[src/design/bem_pkg.sv]
// ----------------------------------------------------------------------------
// bem_pkg
// Shared constants and controller/datapath interface types for the byte
// entropy meter.
// ----------------------------------------------------------------------------
`default_nettype none

package bem_pkg;

  localparam int BIN_COUNT   = 256;
  localparam int COUNT_WIDTH = 24;
  localparam int FRAC_BITS   = 12;

  localparam int BIN_W   = $clog2(BIN_COUNT);
  localparam int EXP_W   = $clog2(COUNT_WIDTH);
  localparam int LOG_W   = EXP_W + FRAC_BITS;
  localparam int PROD_W  = COUNT_WIDTH + LOG_W;
  localparam int ACC_W   = PROD_W + BIN_W;
  localparam int DCNT_W  = $clog2(ACC_W);
  localparam int ITER_W  = $clog2(FRAC_BITS + 1);
  localparam int MANT_W  = 31;            // Q1.30 mantissa
  localparam int SQ_W    = 2 * MANT_W;

  localparam int ENT_W   = 16;
  localparam int RUN_W   = 24;
  localparam logic [LOG_W-1:0] ENTROPY_MAX = LOG_W'(32768);
  localparam logic [COUNT_WIDTH-1:0] COUNT_MAX = '1;

  // configuration register map
  localparam int           ADDR_W        = 3;
  localparam logic         REG_THRESHOLD = 1'b0;
  localparam logic [15:0]  THRESH_RESET  = 16'd28672;

  typedef struct packed {
    logic take;        // input beat accepted
    logic rd_byte;     // read bin of the captured byte
    logic wr_inc;      // write back incremented bin, bump total
    logic rd_walk;     // read bin at walk pointer
    logic wr_zero;     // clear bin at walk pointer
    logic addr_inc;    // advance walk pointer
    logic log_start;   // start log2 unit
    logic log_src_n;   // log2 operand: byte total instead of bin
    logic prod_load;   // f * log2(f)
    logic acc_add;     // accumulate product
    logic div_start;   // latch log2(N), start sum / N
    logic res_load;    // form result, clear run state
  } ctl_cmd_t;

  typedef struct packed {
    logic last_flag;
    logic bin_zero;
    logic addr_last;
    logic log_done;
    logic div_done;
    logic out_free;
  } ctl_sts_t;

endpackage

`default_nettype wire

[src/design/bem_ctrl.sv]
// ----------------------------------------------------------------------------
// bem_ctrl
// Sequencer: clearing sweep, per-byte histogram update, end-of-run walk,
// log2(N), divide and result hand-off.
// ----------------------------------------------------------------------------
`default_nettype none

module bem_ctrl
  import bem_pkg::*;
(
  input  wire logic     clk,
  input  wire logic     rst_n,
  input  wire logic     in_valid,
  output logic          in_stall,
  input  wire ctl_sts_t sts,
  output ctl_cmd_t      cmd
);

  localparam logic [3:0] S_CLR  = 4'd0;
  localparam logic [3:0] S_IDLE = 4'd1;
  localparam logic [3:0] S_RD   = 4'd2;
  localparam logic [3:0] S_WR   = 4'd3;
  localparam logic [3:0] S_WRD  = 4'd4;
  localparam logic [3:0] S_WCHK = 4'd5;
  localparam logic [3:0] S_WLOG = 4'd6;
  localparam logic [3:0] S_WACC = 4'd7;
  localparam logic [3:0] S_NEXT = 4'd8;
  localparam logic [3:0] S_NLOG = 4'd9;
  localparam logic [3:0] S_DIV  = 4'd10;
  localparam logic [3:0] S_RES  = 4'd11;

  logic [3:0] state_r, state_nxt;

  always_comb begin
    state_nxt = state_r;
    cmd       = '0;
    unique case (state_r)
      S_CLR: begin
        cmd.wr_zero  = 1'b1;
        cmd.addr_inc = 1'b1;
        if (sts.addr_last) begin
          state_nxt = S_IDLE;
        end
      end
      S_IDLE: begin
        if (in_valid) begin
          cmd.take  = 1'b1;
          state_nxt = S_RD;
        end
      end
      S_RD: begin
        cmd.rd_byte = 1'b1;
        state_nxt   = S_WR;
      end
      S_WR: begin
        cmd.wr_inc = 1'b1;
        state_nxt  = sts.last_flag ? S_WRD : S_IDLE;
      end
      S_WRD: begin
        cmd.rd_walk = 1'b1;
        state_nxt   = S_WCHK;
      end
      S_WCHK: begin
        cmd.wr_zero = 1'b1;
        if (sts.bin_zero) begin
          state_nxt = S_NEXT;
        end else begin
          cmd.log_start = 1'b1;
          state_nxt     = S_WLOG;
        end
      end
      S_WLOG: begin
        if (sts.log_done) begin
          cmd.prod_load = 1'b1;
          state_nxt     = S_WACC;
        end
      end
      S_WACC: begin
        cmd.acc_add = 1'b1;
        state_nxt   = S_NEXT;
      end
      S_NEXT: begin
        // pointer wraps to bin 0 after the last bin
        cmd.addr_inc = 1'b1;
        if (sts.addr_last) begin
          cmd.log_start = 1'b1;
          cmd.log_src_n = 1'b1;
          state_nxt     = S_NLOG;
        end else begin
          state_nxt = S_WRD;
        end
      end
      S_NLOG: begin
        if (sts.log_done) begin
          cmd.div_start = 1'b1;
          state_nxt     = S_DIV;
        end
      end
      S_DIV: begin
        if (sts.div_done) begin
          state_nxt = S_RES;
        end
      end
      S_RES: begin
        if (sts.out_free) begin
          cmd.res_load = 1'b1;
          state_nxt    = S_IDLE;
        end
      end
      default: state_nxt = S_CLR;
    endcase
  end

  always_ff @(posedge clk) begin
    if (!rst_n) begin
      state_r <= S_CLR;
    end else begin
      state_r <= state_nxt;
    end
  end

  assign in_stall = state_r != S_IDLE;

endmodule

`default_nettype wire

[config.mk]
export PLATFORM = sky130hd
export DESIGN_NAME = bem_ctrl
export DESIGN_NICKNAME = d
export VERILOG_FILES = /design/src/design/bem_pkg.sv /design/src/design/bem_ctrl.sv
export SDC_FILE = /design/constraint.sdc
export NUM_CORES = 1
export LEC_CHECK = 0
export BUFFER_PORTS_ARGS = -buffer_cell sky130_fd_sc_hd__buf_2
export CORE_MARGIN = 5
export CORE_UTILIZATION = 30
export DETAILED_ROUTE_END_ITERATION = 16
export PLACE_DENSITY = 0.6
export SYNTH_ARGS = -nofsm -noshare
export SYNTH_HDL_FRONTEND = slang
export SYNTH_SLANG_ARGS = --single-unit
[constraint.sdc]
create_clock -name clk -period 1.5 [get_ports clk]
set_input_delay 0.3 -clock clk [delete_from_list [all_inputs] [get_ports clk]]
set_output_delay 0.3 -clock clk [all_outputs]
set_load 0.02 [all_outputs]
# Yosys cells after proc, flatten, opt, wreduce, memory -nomap -nowiden
# Index checks and enable logic that the tools add are counted.
[totals] input_bits=9 out_inout_bits=13 regBits=4
[classes] n_eq_ne=18 reduce_logical=4 mux=27
[op_table] operator="case mux 4 bit (12 select lines)" n=1
[op_table] operator="two-way mux 4 bit" n=8
[op_table] operator="equality test 4 x 3 -> 1 bit, second input constant" n=4
[op_table] operator="equality test 4 bit, second input constant" n=4
[op_table] operator="two-way mux 1 bit" n=15
[op_table] operator="!= test 2 bit, second input constant" n=6
[op_table] operator="equality test 4 x 2 -> 1 bit, second input constant" n=2
[op_table] operator="AND reduction 6 bit" n=1
[op_table] operator="equality test 4 x 1 -> 1 bit, second input constant" n=1
[op_table] operator="logical NOT 4 bit" n=1
[op_table] operator="!= test 4 x 1 -> 1 bit, second input constant" n=1
[op_table] operator="OR reduction 2 bit" n=2
[op_table] operator="two-way mux 3 bit" n=1
[op_table] operator="two-way mux 2 bit" n=1
[op_table] operator="case mux 1 bit (2 select lines)" n=1

# Longest topological paths before layout
# Gate-level depths: netlist of the first run.
[depth] ltp_word=3 ltp_mapped=6 mapped_depth_nobuf=4

# Worst setup path after synthesis of the first run
# Ideal clock, no wire load.
[synth_path] kind="register -> output" start="reg state_r[2]" end="out cmd[8] (netlist name)" t_arrival_ns=1.213 stages_incl_launch_ff=5 required_ns=1.200 path_slack_ns=-0.013 cell_sequence="dfxtp_1 -> buf_2 -> buf_2 -> inv_1 -> nor3_1"
[synth_lines] item="start: declaration" line_no="bem_ctrl.sv:32" text="logic [3:0] state_r, state_nxt;"
[synth_lines] item="start signal: assignment" line_no="bem_ctrl.sv:118" text="state_r <= state_nxt;"
[synth_lines] item="end: declaration" line_no="bem_ctrl.sv:16" text="output ctl_cmd_t cmd"

==> results.py, run 1 <==
metrics = {
    "placed_design": {
        "portBuffers": 21,
        "dpl.hpwl_um": 1180,
        "place.gp.congestion": 0.793,
    },
    "routing": {
        "drt_iter0_drc": 10,
        "drc_errors": 0,
        "wl_um": 1770,
        "first_pass_iters": 4,
        "via_per_inst": 5.45,
        "drtAntennaViolNets": 0,
        "wl_per_cell_um": 13.9,
        "via_count": 692,
    },
    "clocking": {
        "cts.sink_count": 4,
        "cts_tree": "yes",
        "h-tree-depth": 1,
        "numCtsBuffers": 3,
        "clock_tree.buffer_depth": 2,
        "cts_root_buf": "clkbuf_4",
        "clk_pin_slew_worst_paths_ns": 0.04,
        "clkLatencyLatePin_ns": 0.24,
        "holdBufCountCts": 0,
    },
    "power_and_ir_drop": {
        "vdd_ir_drop_max_uv": 771,
        "leakagePower_nw": 0.388,
        "power-per-cell-area_mw_per_mm2": 1630,
    },
    "run": {
        "cap_violations": 0,
    },
    "cells_and_area": {
        "layout_common_cells": "22 x buf_4, 11 x buf_2, 9 x nor2_1, 8 x nand2_1, 8 x buf_6",
        "top_regs": "state_r x4",
        "finalNetCount": 122,
        "diodes": 0,
        "largest_reg_flops": 4,
        "final_layout_size_suffix_gt1_frac": 0.595,
        "top_register": "state_r",
        "areaGrowthSynthToFinish_pct": 83.2,
        "fin_util": 0.591,
        "fillers": 133,
        "final_common_cell": "buf_4",
    },
    "setup_path": {
        "cp-start-kind": "flop",
        "r2r_end": "state_r[3]",
        "arrival_ns": 1.20,
        "cp_max_fo": 6,
        "critPathKind": "reg -> out",
        "critical_path_required_ns": 1.20,
        "r2r_setup_slack_ns": 0.01,
        "r2r-start": "state_r[3]",
        "rr_worst_depth": 6,
        "worstSetupEndpointType": "output port",
    },
    "timing": {
        "clock.fmax_ghz": 0.666,
        "slew_viol_final": 0,
        "tightestPinTransition_ns": 0.321,
        "period_minus_slack_ns": 1.50,
        "skew_ns": 0.00732,
        "final_hold_viol_count": 0,
        "rsz0062_at_grt": "yes",
        "worst_hold_slack_ns": 0.372,
        "setup_viol": 1,
        "fin_ws_ns": -0.000996,
        "max_slew_margin": 0.783,
        "period_share": 1.00,
    },
    "logic_synthesis": {
        "synthDistinctLibCells": 31,
        "synth_seq_cells": 4,
        "yosysSeqAreaShare": 0.163,
        "ys.warnings.count": 0,
        "synthesis.nets": 81,
        "syn_area_per_cell_sq_um": 6.83,
        "syn_area_sq_um": 492,
        "syn_inst": 72,
    },
    "grt": {
        "grt_remaining_overflow": 0,
        "grtUsageTotal": 0.127,
        "grt_pass1_wl_um": 2610,
        "grt_max_degree": 12,
        "grt_pass1_vias": 614,
        "antenna_found_initial": 0,
    },
    "floorplan": {
        "io_pins": 22,
        "die_w_um": 50.5,
        "initial_core_util": 0.323,
        "core_area_sq_mm": 0.00152,
        "dieHeight_um": 50.5,
        "placementRows": 14,
        "fp.dieArea_sq_mm": 0.00255,
    },
    "run_status": {
        "status": "finished with violations",
        "violations": "setup timing",
    },
    "hold_path": {
        "hp-class": "in -> reg",
        "hold_start": "rst_n",
        "whs_endpoint": "state_r[2]",
        "min_path_cells": 2,
    },
}
-- where the power goes --
group / internal, mW / switching, mW / leakage [nW] / total, mW
sequential: 0.153 / 0.0448 / 0.0355 / 0.198
combinational: 0.569 / 0.562 / 0.339 / 1.13
clock: 0.0897 / 0.0469 / 0.0138 / 0.137
total: 0.812 / 0.654 / 0.388 / 1.47
-- final cells by class --
cell class / count / area (sq um) / area share
Multi-Input combinational cell: 58 / 430 / 0.478
Timing Repair Buffer: 41 / 310 / 0.344
Sequential cell: 4 / 95.1 / 0.106
Clock buffer: 3 / 22.5 / 0.0250
Inverter: 5 / 22.5 / 0.0250
Tap cell: 16 / 20.0 / 0.0222
-- routing by layer --
metal  track usage  share of wire  up-vias
li1              -              -      341
met1         0.137           0.38      320
met2         0.229           0.54       29
met3        0.0207          0.076        2
met4        0.0681         0.0051        0
met5             0              0        -
-- metrics by stage --
step / std cells / setup TNS, ns / total power, mW / instance area [sq um] / worst slack, ns
after global placement: 114 / 0 / 0.997 / 674 / 0.0636
after floorplan: 72 / 0 / 0.718 / 499 / 0.0268
final: 127 / -0.000996 / 1.47 / 901 / -0.000996
after CTS: 121 / -0.0215 / 1.22 / 757 / -0.0185
after global routing: 127 / -0.406 / 1.57 / 901 / -0.0762
after detailed placement: 114 / 0 / 1.00 / 674 / 0.00348
-- how the worst max path moves through the flow --
stage	start	end	slack (ns)	cells after the start
global placement	state_r[0]	state_r[3]	0.06	5
finish	state_r[2]	cmd[4]	-0.001	4
CTS	state_r[2]	cmd[4]	-0.02	4
floorplan	state_r[0]	cmd[0]	0.03	4
detailed placement	state_r[3]	state_r[3]	0.003	4
global route	state_r[2]	cmd[4]	-0.08	4
-- kinds of logic after synthesis --
logic type / after synthesis / share of synthesized area
AND/OR/NAND/NOR: 40 / 0.430
buffers and inverters: 10 / 0.0891
multiplexers: 3 / 0.0611
flip-flops: 4 / 0.163
AO/OA/AOI/OAI: 15 / 0.257
-- worst max-delay path, cell delays in order, from the launching register on --
cell and delay (ns):
dfxtp_4 0.36, nor2_1 0.14, and2_4 0.16, and3_1 0.16, buf_4 0.14
-- Yosys cell counts --
master     number  share of area
or2_4           1          0.018
nor4b_1         1          0.018
nor3_1          4          0.041
and3_1          2          0.025
o2111ai_1       1          0.018
nand4_1         1          0.013
a31oi_1         1          0.013
o22ai_1         2          0.025
a211oi_1        1          0.015
or3b_1          1          0.018
o31ai_1         1          0.015
o311ai_0        1          0.018
buf_2           5          0.051
nand2_1         9          0.069
o21ai_0         1          0.010
o22ai_2         1          0.025
inv_1           5          0.038
nand4bb_1       2          0.046
dfxtp_1         4           0.16
a221oi_4        1          0.053
nor3b_1         1          0.015
nand2b_1        1          0.013
nand3_1         1          0.010
and2_1          2          0.025
nor2_1         12          0.092
o31a_1          1          0.018
mux2i_1         3          0.061
nand3b_1        1          0.015
a21o_1          1          0.015
a21oi_1         3          0.031
nor4_1          1          0.013
-- repair_timing --
item / 4_1_cts / 5_1_grt
gates resized for setup: 16 / 28
endpoints found under the setup margin: 12 / 8
hold endpoints to repair: 0 / 0
pin swaps: 3 / 8
buffers inserted: 5 / 6
No activity file was read; power rests on OpenSTA's default activity.
==> run 2, diff against run 1 <==
--- a/config.mk
+++ b/config.mk
@@ -6,10 +6,12 @@
 export NUM_CORES = 1
 export LEC_CHECK = 0
 export BUFFER_PORTS_ARGS = -buffer_cell sky130_fd_sc_hd__buf_2
+export CELL_PAD_IN_SITES_DETAIL_PLACEMENT = 1
+export CELL_PAD_IN_SITES_GLOBAL_PLACEMENT = 1
 export CORE_MARGIN = 5
 export CORE_UTILIZATION = 30
 export DETAILED_ROUTE_END_ITERATION = 16
-export PLACE_DENSITY = 0.6
+export PLACE_DENSITY = 0.81
 export SYNTH_ARGS = -nofsm -noshare
 export SYNTH_HDL_FRONTEND = slang
 export SYNTH_SLANG_ARGS = --single-unit
==> run 2 against run 1 <==
The flow still finishes with violations (setup timing); sequential share of layout area down 0.76 points; setup slack worse by 0.053 ns; count of clock-buffer cells in the layout unchanged; highest routed layer unchanged.
==> results.py, run 2 (synthesis results as in run 1) <==
metrics = {
    "setup_path": {
        "worstSetupEndpointType": "output port",
        "critical_path_required_ns": 1.20,
        "worst_path_max_delay_cell": "dfxtp_4",
        "critPathKind": "reg -> out",
        "cp_max_fo": 7,
        "cp-start-kind": "flop",
        "arrival_ns": 1.25,
        "cp_slowest_stage_delay_ns": 0.37,
        "crit_chain": "buf_4 > nand4bb_4 > nor2_4 > buf_6",
    },
    "floorplan": {
        "io_pins": 22,
        "core_area_sq_mm": 0.00152,
        "dieHeight_um": 50.5,
        "placementRows": 14,
        "initial_core_util": 0.323,
        "die_w_um": 50.5,
        "fp.dieArea_sq_mm": 0.00255,
    },
    "placed_design": {
        "place.gp.congestion": 0.822,
        "dpl.cell_count": 116,
        "dpl.hpwl_um": 1420,
        "portBuffers": 21,
    },
    "routing": {
        "wl_um": 2580,
        "drtAntennaViolNets": 0,
        "via_per_inst": 5.64,
        "wl_per_cell_um": 20.5,
        "first_pass_iters": 4,
        "drt_iter0_drc": 8,
        "drc_errors": 0,
        "via_count": 711,
    },
    "timing": {
        "final_hold_viol_count": 0,
        "slew_viol_final": 0,
        "period_share": 1.04,
        "fin_ws_ns": -0.0539,
        "tightestPinTransition_ns": 0.351,
        "rsz0062_at_grt": "yes",
        "setup_viol": 7,
        "max_slew_margin": 0.763,
        "tns_ns": -0.255,
        "skew_ns": 0.00440,
        "clock.fmax_ghz": 0.644,
        "period_minus_slack_ns": 1.55,
    },
    "power_and_ir_drop": {
        "switching_share": 0.485,
        "power.total_mw": 1.59,
        "p_int_mw": 0.820,
        "vdd_ir_drop_max_uv": 800,
        "pwr-share-seq": 0.147,
        "power.share.clock": 0.087,
        "leakagePower_nw": 0.400,
        "power-per-cell-area_mw_per_mm2": 1640,
        "switching_power_mw": 0.772,
        "comb_power_share": 0.766,
    },
    "hold_path": {
        "hp-class": "in -> reg",
    },
    "cells_and_area": {
        "top_register": "state_r",
        "finalNetCount": 121,
        "final_common_cell": "buf_4",
        "multi_input_area_sq_um": 492,
        "diodes": 0,
        "largest_reg_flops": 4,
        "instances_no_fill": 126,
        "fin_util": 0.637,
        "top_regs": "state_r x4",
        "fillers": 183,
        "final_layout_size_suffix_gt1_frac": 0.655,
        "regArea_sq_um": 95.1,
        "areaGrowthSynthToFinish_pct": 97.5,
        "layout_common_cells": "18 x buf_4, 11 x buf_2, 10 x buf_6, 7 x nand2_1, 5 x nor2_1",
    },
    "clocking": {
        "clkLatencyLatePin_ns": 0.24,
        "numCtsBuffers": 3,
        "holdBufCountCts": 0,
        "clk_pin_slew_worst_paths_ns": 0.03,
        "cts.sink_count": 4,
        "h-tree-depth": 1,
        "clock_tree.buffer_depth": 2,
        "cts_tree": "yes",
        "cts_root_buf": "clkbuf_4",
    },
    "run_status": {
        "violations": "setup timing",
        "status": "finished with violations",
    },
    "run": {
        "cap_violations": 0,
    },
    "grt": {
        "grt_pass1_wl_um": 3270,
        "grtUsageTotal": 0.159,
        "grt_max_degree": 10,
        "grt_pass1_vias": 719,
        "antenna_found_initial": 0,
        "grt_remaining_overflow": 0,
    },
}
run 2: layout make-up:
class | count | area share
well taps | 16 | 0.0206
clock buffers | 3 | 0.0232
multi-input cells | 58 | 0.506
repair buffers | 40 | 0.327
flip-flops and latches | 4 | 0.0979
inverters | 5 | 0.0245
run 2: worst max-delay path, delay by kind of cell (launching register included):
kind                   cells  cell delay, ns
and+or+nand+nor            2            0.38
DFF                        1            0.37
buffers and inverters      2            0.28
run 2: metrics by stage:
stage,area (sq um),hold WS (ns),setup slack (ns)
floorplan,499,0.422,0.0268
global placement,689,0.556,0.0742
detailed placement,689,0.585,0.0126
CTS,774,0.384,-0.0184
global route,971,0.386,-0.120
finish,971,0.376,-0.0539
run 2: worst paths after layout:
path / startpoint / to / slack (ns) / cells after the start
max: state_r[0] / cmd[3] / -0.05 / 4
min: rst_n / state_r[1] / 0.38 / 3
max reg2reg: state_r[0] / state_r[3] / 0.03 / 5
min reg2reg: state_r[0] / state_r[0] / 0.55 / 2
run 2: power by group through the flow:
stage / sequential, mW / combinational, mW / clock, mW
after floorplan: 0.170 / 0.548 / 0
after global placement: 0.188 / 0.838 / 0
after detailed placement: 0.192 / 0.859 / 0
after CTS: 0.205 / 0.934 / 0.130
after global routing: 0.240 / 1.28 / 0.149
final: 0.234 / 1.22 / 0.138
run 2: routing by layer:
metal | GRT usage | wire, um
met4 | 0.0511 | 27
met1 | 0.185 | 1050
met5 | 0 | 0
met2 | 0.295 | 1420
met3 | 0.0178 | 89
run 2: what timing repair did:
| action | 4_1_cts | 5_1_grt |
|---|---|---|
| endpoints found under the setup margin | 10 | 13 |
| gates cloned | 0 | 0 |
| gates resized for setup | 22 | 40 |
| setup buffers | 2 | 5 |
| pin swaps | 3 | 6 |
